`src/rtl/tzda_pkg.sv`:
```
// Shared types, field widths and the month-length table for the time-zone date adjuster.
package tzda_pkg;

	localparam int YEAR_W   = 14;
	localparam int MONTH_W  = 4;
	localparam int DAY_W    = 5;
	localparam int WDAY_W   = 3;
	localparam int HOUR_W   = 5;
	localparam int MINUTE_W = 6;
	localparam int SECOND_W = 6;
	localparam int ZONE_W   = 5;

	localparam int TDATA_W  = 48;
	localparam int PADDR_W  = 3;
	localparam int PDATA_W  = 32;

	// Register index decoded from paddr[2].
	localparam logic REG_ZONE_OFFSET = 1'b0;

	// Quotient of year / 100 taken as (year * 5243) >> 19, exact for 14-bit years.
	localparam int QUOT_W       = 8;
	localparam int RECIP_100    = 5243;
	localparam int RECIP_SHIFT  = 19;
	localparam int RECIP_W      = 13;
	localparam int PROD_W       = YEAR_W + RECIP_W;

	localparam logic [4:0]         HOURS_PER_DAY = 5'd24;
	localparam logic [MONTH_W-1:0] MONTH_JAN     = 4'd1;
	localparam logic [MONTH_W-1:0] MONTH_FEB     = 4'd2;
	localparam logic [MONTH_W-1:0] MONTH_DEC     = 4'd12;
	localparam logic [WDAY_W-1:0]  WDAY_SAT      = 3'd6;
	localparam logic [WDAY_W-1:0]  WDAY_SUN      = 3'd0;

	// Packed so that the last field (year) lands in the lowest bits.
	typedef struct packed {
		logic [SECOND_W-1:0] second;
		logic [MINUTE_W-1:0] minute;
		logic [HOUR_W-1:0]   hour;
		logic [WDAY_W-1:0]   wday;
		logic [DAY_W-1:0]    day;
		logic [MONTH_W-1:0]  month;
		logic [YEAR_W-1:0]   year;
	} in_item_t;

	typedef struct packed {
		logic                leap;
		logic [SECOND_W-1:0] second;
		logic [MINUTE_W-1:0] minute;
		logic [HOUR_W-1:0]   hour;
		logic [WDAY_W-1:0]   wday;
		logic [DAY_W-1:0]    day;
		logic [MONTH_W-1:0]  month;
		logic [YEAR_W-1:0]   year;
	} out_item_t;

	localparam int IN_ITEM_W  = $bits(in_item_t);
	localparam int OUT_ITEM_W = $bits(out_item_t);

	// Days in a month; codes outside 1..12 count as 31 days.
	function automatic logic [DAY_W-1:0] days_in(input logic [MONTH_W-1:0] month,
		input logic leap);
		logic [DAY_W-1:0] len;
		case (month)
			4'd2:    len = leap ? 5'd29 : 5'd28;
			4'd4:    len = 5'd30;
			4'd6:    len = 5'd30;
			4'd9:    len = 5'd30;
			4'd11:   len = 5'd30;
			default: len = 5'd31;
		endcase
		return len;
	endfunction

endpackage

```
`src/rtl/tzda_calc.sv`:
```
// Combinational hour shift with day, month, year and weekday carry or borrow.
module tzda_calc
	import tzda_pkg::*;
(
	input  in_item_t                  item,
	input  logic [QUOT_W-1:0]         year_div100,
	input  logic signed [ZONE_W-1:0]  zone_offset,
	output out_item_t                 result
);

	logic signed [HOUR_W+1:0] hour_sum;
	logic                     carry;
	logic                     borrow;
	logic [YEAR_W:0]          hundreds;
	logic                     div4;
	logic                     div100;
	logic                     leap;
	logic [DAY_W:0]           day_inc;
	logic [MONTH_W:0]         month_inc;
	logic [MONTH_W-1:0]       month_dec;

	assign hour_sum = $signed({2'b00, item.hour}) + (HOUR_W+2)'(zone_offset);
	assign carry    = hour_sum > $signed((HOUR_W+2)'(23));
	assign borrow   = hour_sum < $signed((HOUR_W+2)'(0));

	// Gregorian rule: divisible by 400, or by 4 and not by 100.
	assign hundreds = (YEAR_W+1)'(year_div100) * (YEAR_W+1)'(100);
	assign div4     = (item.year[1:0] == 2'b00);
	assign div100   = (hundreds == {1'b0, item.year});
	assign leap     = (div100 && (year_div100[1:0] == 2'b00)) || (!div100 && div4);

	assign day_inc   = {1'b0, item.day} + (DAY_W+1)'(1);
	assign month_inc = {1'b0, item.month} + (MONTH_W+1)'(1);
	assign month_dec = item.month - MONTH_W'(1);

	always_comb begin
		result        = '0;
		result.year   = item.year;
		result.month  = item.month;
		result.day    = item.day;
		result.wday   = item.wday;
		result.hour   = hour_sum[HOUR_W-1:0];
		result.minute = item.minute;
		result.second = item.second;
		result.leap   = leap;
		if (carry) begin
			result.hour = HOUR_W'(hour_sum - $signed({2'b00, HOURS_PER_DAY}));
			result.wday = (item.wday >= WDAY_SAT) ? WDAY_SUN : item.wday + WDAY_W'(1);
			if (day_inc > {1'b0, days_in(item.month, leap)}) begin
				result.day = DAY_W'(1);
				if (month_inc > {1'b0, MONTH_DEC}) begin
					result.month = MONTH_JAN;
					result.year  = item.year + YEAR_W'(1);
				end else begin
					result.month = month_inc[MONTH_W-1:0];
				end
			end else begin
				result.day = day_inc[DAY_W-1:0];
			end
		end else if (borrow) begin
			result.hour = HOUR_W'(hour_sum + $signed({2'b00, HOURS_PER_DAY}));
			result.wday = (item.wday == WDAY_SUN || item.wday > WDAY_SAT) ?
				WDAY_SAT : item.wday - WDAY_W'(1);
			if (item.day <= DAY_W'(1)) begin
				if (item.month == MONTH_JAN) begin
					result.year  = item.year - YEAR_W'(1);
					result.month = MONTH_DEC;
					result.day   = days_in(MONTH_DEC, leap);
				end else begin
					result.month = month_dec;
					result.day   = days_in(month_dec, leap);
				end
			end else begin
				result.day = item.day - DAY_W'(1);
			end
		end
	end

endmodule

```
`src/rtl/timezone_date_adjust.sv`:
```
// Top level of the UTC to local time-zone date adjuster with its stream and register ports.
// Throughput is one transaction per cycle; the only limit is the output handshake.
// Stage one registers the input and the year / 100 quotient, stage two holds the result.
// Reset clears both stage valid flags and sets the zone offset register to zero.
// Register writes are expected only while no transaction is in flight.
module timezone_date_adjust
	import tzda_pkg::*;
(
	input  logic               clk,
	input  logic               arst_n,
	// APB-style register port; register 0 (zone_offset_hours) at byte address 0.
	input  logic               psel,
	input  logic               penable,
	input  logic               pwrite,
	input  logic [PADDR_W-1:0] paddr,
	input  logic [PDATA_W-1:0] pwdata,
	output logic [PDATA_W-1:0] prdata,
	output logic               pready,
	// Input stream.
	input  logic               s_axis_tvalid,
	output logic               s_axis_tready,
	// From bit 0: utc_year[13:0], utc_month[17:14], utc_day[22:18], utc_weekday[25:23],
	// utc_hour[30:26], utc_minute[36:31], utc_second[42:37], zero fill [47:43].
	input  logic [TDATA_W-1:0] s_axis_tdata,
	// Output stream.
	output logic               m_axis_tvalid,
	input  logic               m_axis_tready,
	// From bit 0: local_year[13:0], local_month[17:14], local_day[22:18],
	// local_weekday[25:23], local_hour[30:26], local_minute[36:31], local_second[42:37],
	// leap_flag[43], zero fill [47:44].
	output logic [TDATA_W-1:0] m_axis_tdata
);

	logic [ZONE_W-1:0] zone_q;

	logic              valid_s1;
	in_item_t          item_s1;
	logic [QUOT_W-1:0] quot_s1;
	logic              valid_s2;
	out_item_t         item_s2;

	logic              ready_s1;
	logic              ready_s2;
	logic              reg_sel;
	logic              reg_write;
	in_item_t          in_item;
	logic [PROD_W-1:0] recip_prod;
	out_item_t         calc_result;

	// The register index is the word address; low byte-address bits are ignored.
	assign reg_sel   = (paddr[2] == REG_ZONE_OFFSET);
	assign reg_write = psel && penable && pwrite && pready && reg_sel;
	assign pready    = 1'b1;
	assign prdata    = reg_sel ? PDATA_W'(zone_q) : '0;

	always_ff @(posedge clk or negedge arst_n) begin
		if (!arst_n) begin
			zone_q <= '0;
		end else if (reg_write) begin
			zone_q <= pwdata[ZONE_W-1:0];
		end
	end

	// A stage takes a new transaction when it is empty or its contents move on
	// in the same cycle; while a result waits, only an empty stage one takes input.
	assign ready_s2      = !valid_s2 || m_axis_tready;
	assign ready_s1      = !valid_s1 || ready_s2;
	assign s_axis_tready = ready_s1;

	assign in_item = in_item_t'(s_axis_tdata[IN_ITEM_W-1:0]);

	// Year / 100 by reciprocal multiply; its product gets a register before
	// the multiply by 100 in the calendar logic.
	assign recip_prod = PROD_W'(in_item.year) * PROD_W'(RECIP_100);

	always_ff @(posedge clk or negedge arst_n) begin
		if (!arst_n) begin
			valid_s1 <= 1'b0;
			valid_s2 <= 1'b0;
		end else begin
			if (ready_s1) begin
				valid_s1 <= s_axis_tvalid;
			end
			if (ready_s2) begin
				valid_s2 <= valid_s1;
			end
		end
	end

	always_ff @(posedge clk) begin
		if (ready_s1 && s_axis_tvalid) begin
			item_s1 <= in_item;
			quot_s1 <= recip_prod[RECIP_SHIFT +: QUOT_W];
		end
		if (ready_s2 && valid_s1) begin
			item_s2 <= calc_result;
		end
	end

	// Hour shift and the one-day carry or borrow through the calendar.
	tzda_calc u_calc (
		.item        (item_s1),
		.year_div100 (quot_s1),
		.zone_offset ($signed(zone_q)),
		.result      (calc_result)
	);

	assign m_axis_tvalid = valid_s2;
	assign m_axis_tdata  = TDATA_W'(item_s2);

endmodule

```
`config.mk`:
```
export PLATFORM = sky130hd
export DESIGN_NAME = timezone_date_adjust
export DESIGN_NICKNAME = d
export VERILOG_FILES = /design/src/rtl/tzda_pkg.sv /design/src/rtl/tzda_calc.sv /design/src/rtl/timezone_date_adjust.sv
export SDC_FILE = /design/constraint.sdc
export NUM_CORES = 1
export LEC_CHECK = 0
export BUFFER_PORTS_ARGS = -buffer_cell sky130_fd_sc_hd__buf_2
export CELL_PAD_IN_SITES_DETAIL_PLACEMENT = 0
export CELL_PAD_IN_SITES_GLOBAL_PLACEMENT = 2
export CORE_AREA = 3 3 158 160
export CTS_BUF_LIST = sky130_fd_sc_hd__clkbuf_16
export CTS_CLUSTER_DIAMETER = 80
export DETAILED_ROUTE_END_ITERATION = 8
export DIE_AREA = 0 0 161 163
export PLACE_DENSITY_LB_ADDON = 0.1
export SYNTH_ARGS = -nofsm -noshare
export SYNTH_HDL_FRONTEND = slang
export SYNTH_SLANG_ARGS = --single-unit
```
`constraint.sdc`:
```
create_clock -name clk -period 9.9 [get_ports clk]
set_input_delay 0.99 -clock clk [delete_from_list [all_inputs] [get_ports clk]]
set_output_delay 0.99 -clock clk [all_outputs]
set_load 0.01 [all_outputs]
```
==> summary.md <==
| Metric | Value |
|---|---|
| Number of gates resized after CTS | `0` |
| # rows | `56` |
| Post-synth top area share | `0.304` |
| Critical Path RT | `10.01 ns` |
| Final nets | `1255` |
| P per Cell Area | `242 nW/µm²` |
| DRT Pass-1 Iters | `4` |
| Diodes inserted | `0` |
| Static Leakage | `4.88 nW` |
| Core area | `23500 µm²` |
| Status | `completed` |
| Top post-synthesis cells by area | `edfxtp_1 30%, ha_1 20%, fa_1 14%, inv_1 5.6%, xnor2_1 2.7%` |
| Worst R2R Start | `quot_s1[2]` |
| Final Max Slew Viols | `0` |
| Starting Density | `0.398` |
| Worst-Skew Late Latency | `0.36 ns` |
| Buffers & Inverters on Critical Path | `0` |
| Slew headroom | `0.277` |
| CTS sink cnt | `102` |
| Seq/Total Area, Yosys | `0.323` |
| Die Height | `163 µm` |
| Largest net degree at the start of global routing | `52` |
| GPL Wtd Cong | `0.789` |
| Residual DRC | `0` |
| Setup WS pre-CTS | `4.16 ns` |
| Share of cells above drive strength 1 | `0.159` |
| Reg2reg setup slack | `4.34 ns` |
| R2R cell count | `19` |
| Highest Clock Rate | `0.180 GHz` |
| Post-Synthesis Cells | `841` |
| Critical Path Slowest Stage Cell | `a2111oi_2` |
| Clock skew | `0.0115 ns` |
| Setup crit end | `m_axis_tdata[4]` |
| Synthesis Warnings | `0` |
| Endpoint class of the critical path | `register` |
| Startpoint type of the worst setup path | `register` |
| # H-tree levels | `3` |
| Post-layout min period | `5.56 ns` |
| Vias | `6364` |
| Synth top cells by count | `151 x ha_1, 139 x inv_1, 95 x edfxtp_1, 67 x fa_1, 32 x buf_4` |
| Crit path cell chain | `ha_1, ha_1, fa_1, ha_1, a211o_1, a21o_1, a211oi_1, o2111a_1, nand4_1, a21boi_0, o31ai_1, ha_1, nand2_1, o211ai_1, nor4_2, nor2_1, a2111oi_2, a31o_2, xor2_1` |
| Worst hold path type | `register to register` |
| Antenna violations before repair | `0` |
| Max clock buf depth | `2` |
| Num ports | `173` |
| PnR Total Power | `2.54 mW` |
| Asr flop ratio synth | `0.0686` |
| Critical path depth in cells | `19` |
| Setup Crit Path Kind | `register to register` |
| Critical path's top delay family | `compound AO/OA/AOI/OAI gates` |
| Post-DRT Antenna Nets | `0` |
| Synth Area per Inst | `11.1 µm²` |
| CTS tree | `yes` |
| Most common cell in the synthesized netlist | `ha_1` |
| Die width | `161 µm` |
| Peak VDD IR | `0.109 mV` |
| Total global-route track usage | `0.159` |
| Congestion Overflow GR | `0` |
| Most used cell, CP | `ha_1` |
| Setup bufs post-CTS | `0` |
| Crit Path Max Fanout | `8` |
| DR WL/cell | `15.9 µm` |
| First-pass GRT wire length | `33200 µm` |
| Final setup violation count | `0` |
| Final Hold Vio Count | `0` |
| Via density | `5.01` |
| TritonCTS Buffers | `9` |
| 1st-iter DRT viols | `250` |
| Setup slack after layout | `4.34 ns` |
| Inst Count DP | `1255` |
| Synth cell types | `71` |
| RSZ-0062 raised after global routing | `false` |
| Area Overhead vs Synth | `11.6%` |
| Clk pin slew, worst setup/hold paths | `0.08 ns` |
| Post-synthesis sequential element count | `102` |
| Total Wirelength | `20200 µm` |
| Clk root buf | `clkbuf_16` |
| Port bufs | `106` |
| Setup_tns | `0 ns` |
| DIE AREA | `26200 µm²` |
| Finished Cell Area | `10500 µm²` |
| Post-synthesis cell area | `9370 µm²` |
| Period utilisation layout | `0.561` |
| Placed cell area | `10100 µm²` |
| Top_reg_cell synth | `edfxtp_1` |
| Vias in the first global route | `6626` |
| Pin slew with the least headroom to its limit | `1.08 ns` |
| CP Data Arrival Time | `5.67 ns` |
| Cts hold-fix bufs | `0` |
| Max incr delay on CP | `0.52 ns` |
| Post-synth EDFFs | `95` |
| Non-Filler Instances | `1271` |
| # Max-Cap Violations | `0` |
| R2r endpoint | `m_axis_tdata[4]` |
| Setup crit start | `quot_s1[2]` |
| Leading area contributor after synthesis | `edfxtp_1` |
| HPWL Detailed | `16500 µm` |
==> layout by cell type, fill, tap and decap left out, types with 5 or more instances in the layout <==
cell and count:
conb_1 32, nand4_1 7, o21bai_1 5, mux2_2 6, inv_1 139, xor2_1 20
nor3_1 11, nand3_1 11, o211ai_1 10, fa_1 67, o21ai_0 25, clkbuf_16 9
a211oi_1 14, buf_2 106, edfxtp_1 95, nor4_1 6, dfrtp_1 7, a31oi_1 6
and2_1 5, nand2_1 24, o21a_1 6, xnor2_1 29, and3_1 8, a21o_1 13
a21oi_1 24, nor2_1 28, nor2b_1 8, ha_1 151
==> report_power, final <==
| group | total, mW | switching [mW] | internal [mW] | leakage [nW] |
|---|---|---|---|---|
| Combinational | 1.57 | 0.881 | 0.692 | 3.74 |
| Sequential | 0.600 | 0.0437 | 0.556 | 0.995 |
| Clock | 0.363 | 0.182 | 0.181 | 0.151 |
| Total | 2.54 | 1.11 | 1.43 | 4.88 |
==> worst min path at each step <==
stage	startpoint	end	slack (ns)	cells past startpoint
final	item_s1[31]	m_axis_tdata[31]	0.42	0
after global routing	item_s1[31]	m_axis_tdata[31]	0.42	0
after CTS	item_s1[31]	m_axis_tdata[31]	0.42	0
after detailed placement	item_s1[35]	m_axis_tdata[35]	0.40	0
after global placement	item_s1[33]	m_axis_tdata[33]	0.40	0
after floorplan	item_s1[31]	m_axis_tdata[31]	0.40	0
==> stage by stage <==
| step | hold WS, ns | util |
|---|---|---|
| 3_3_place_gp | 0.401 | 0.431 |
| 3_5_place_dp | 0.405 | 0.431 |
| 2_1_floorplan | 0.400 | - |
| 4_1_cts | 0.420 | 0.444 |
| 5_1_grt | 0.418 | 0.444 |
| 6_report | 0.415 | 0.444 |
==> state kept, by name, indices dropped and copies added, names as in the netlist <==
register	count
m_axis_tdata	44
item_s1	43
quot_s1	8
zone_q	5
m_axis_tvalid	1
valid_s1	1
==> metal layers <==
layer	wire [µm]	up-vias	share of wire	track usage
met2	10600	108	0.52	0.285
met3	592	20	0.029	0.0155
li1	-	3102	-	-
met5	0	-	0	0
met1	8640	3134	0.43	0.199
met4	413	0	0.020	0.0575
==> kinds of logic after synthesis <==
group,count (synthesis),synth area share
fa+ha+maj,218,0.345
buf+inv,182,0.0865
compound gates,142,0.106
simple gates,138,0.0830
flops,102,0.323
xor+xnor,49,0.0458
mux,8,0.00975
other cells,2,0.000801
==> cell type report <==
cell class	count	area (µm²)
Clock buffer	9	225
Clock inverter	7	91.3
Fill cell	2303	13100
Inverter	139	522
Multi-Input combinational cell	587	5650
Sequential cell	102	3030
Tap cell	319	399
Timing Repair Buffer	108	546
==> worst reg2reg max path, stage by stage, from the launching register on <==
cell	delay [ns]
edfxtp_1	0.46
ha_1	0.33
ha_1	0.31
fa_1	0.46
ha_1	0.38
a211o_1	0.36
a21o_1	0.17
a211oi_1	0.23
o2111a_1	0.19
nand4_1	0.18
a21boi_0	0.22
o31ai_1	0.11
ha_1	0.29
nand2_1	0.06
o211ai_1	0.15
nor4_2	0.35
nor2_1	0.24
a2111oi_2	0.52
a31o_2	0.23
xor2_1	0.06
No activity file was read; power rests on OpenSTA's default activity.
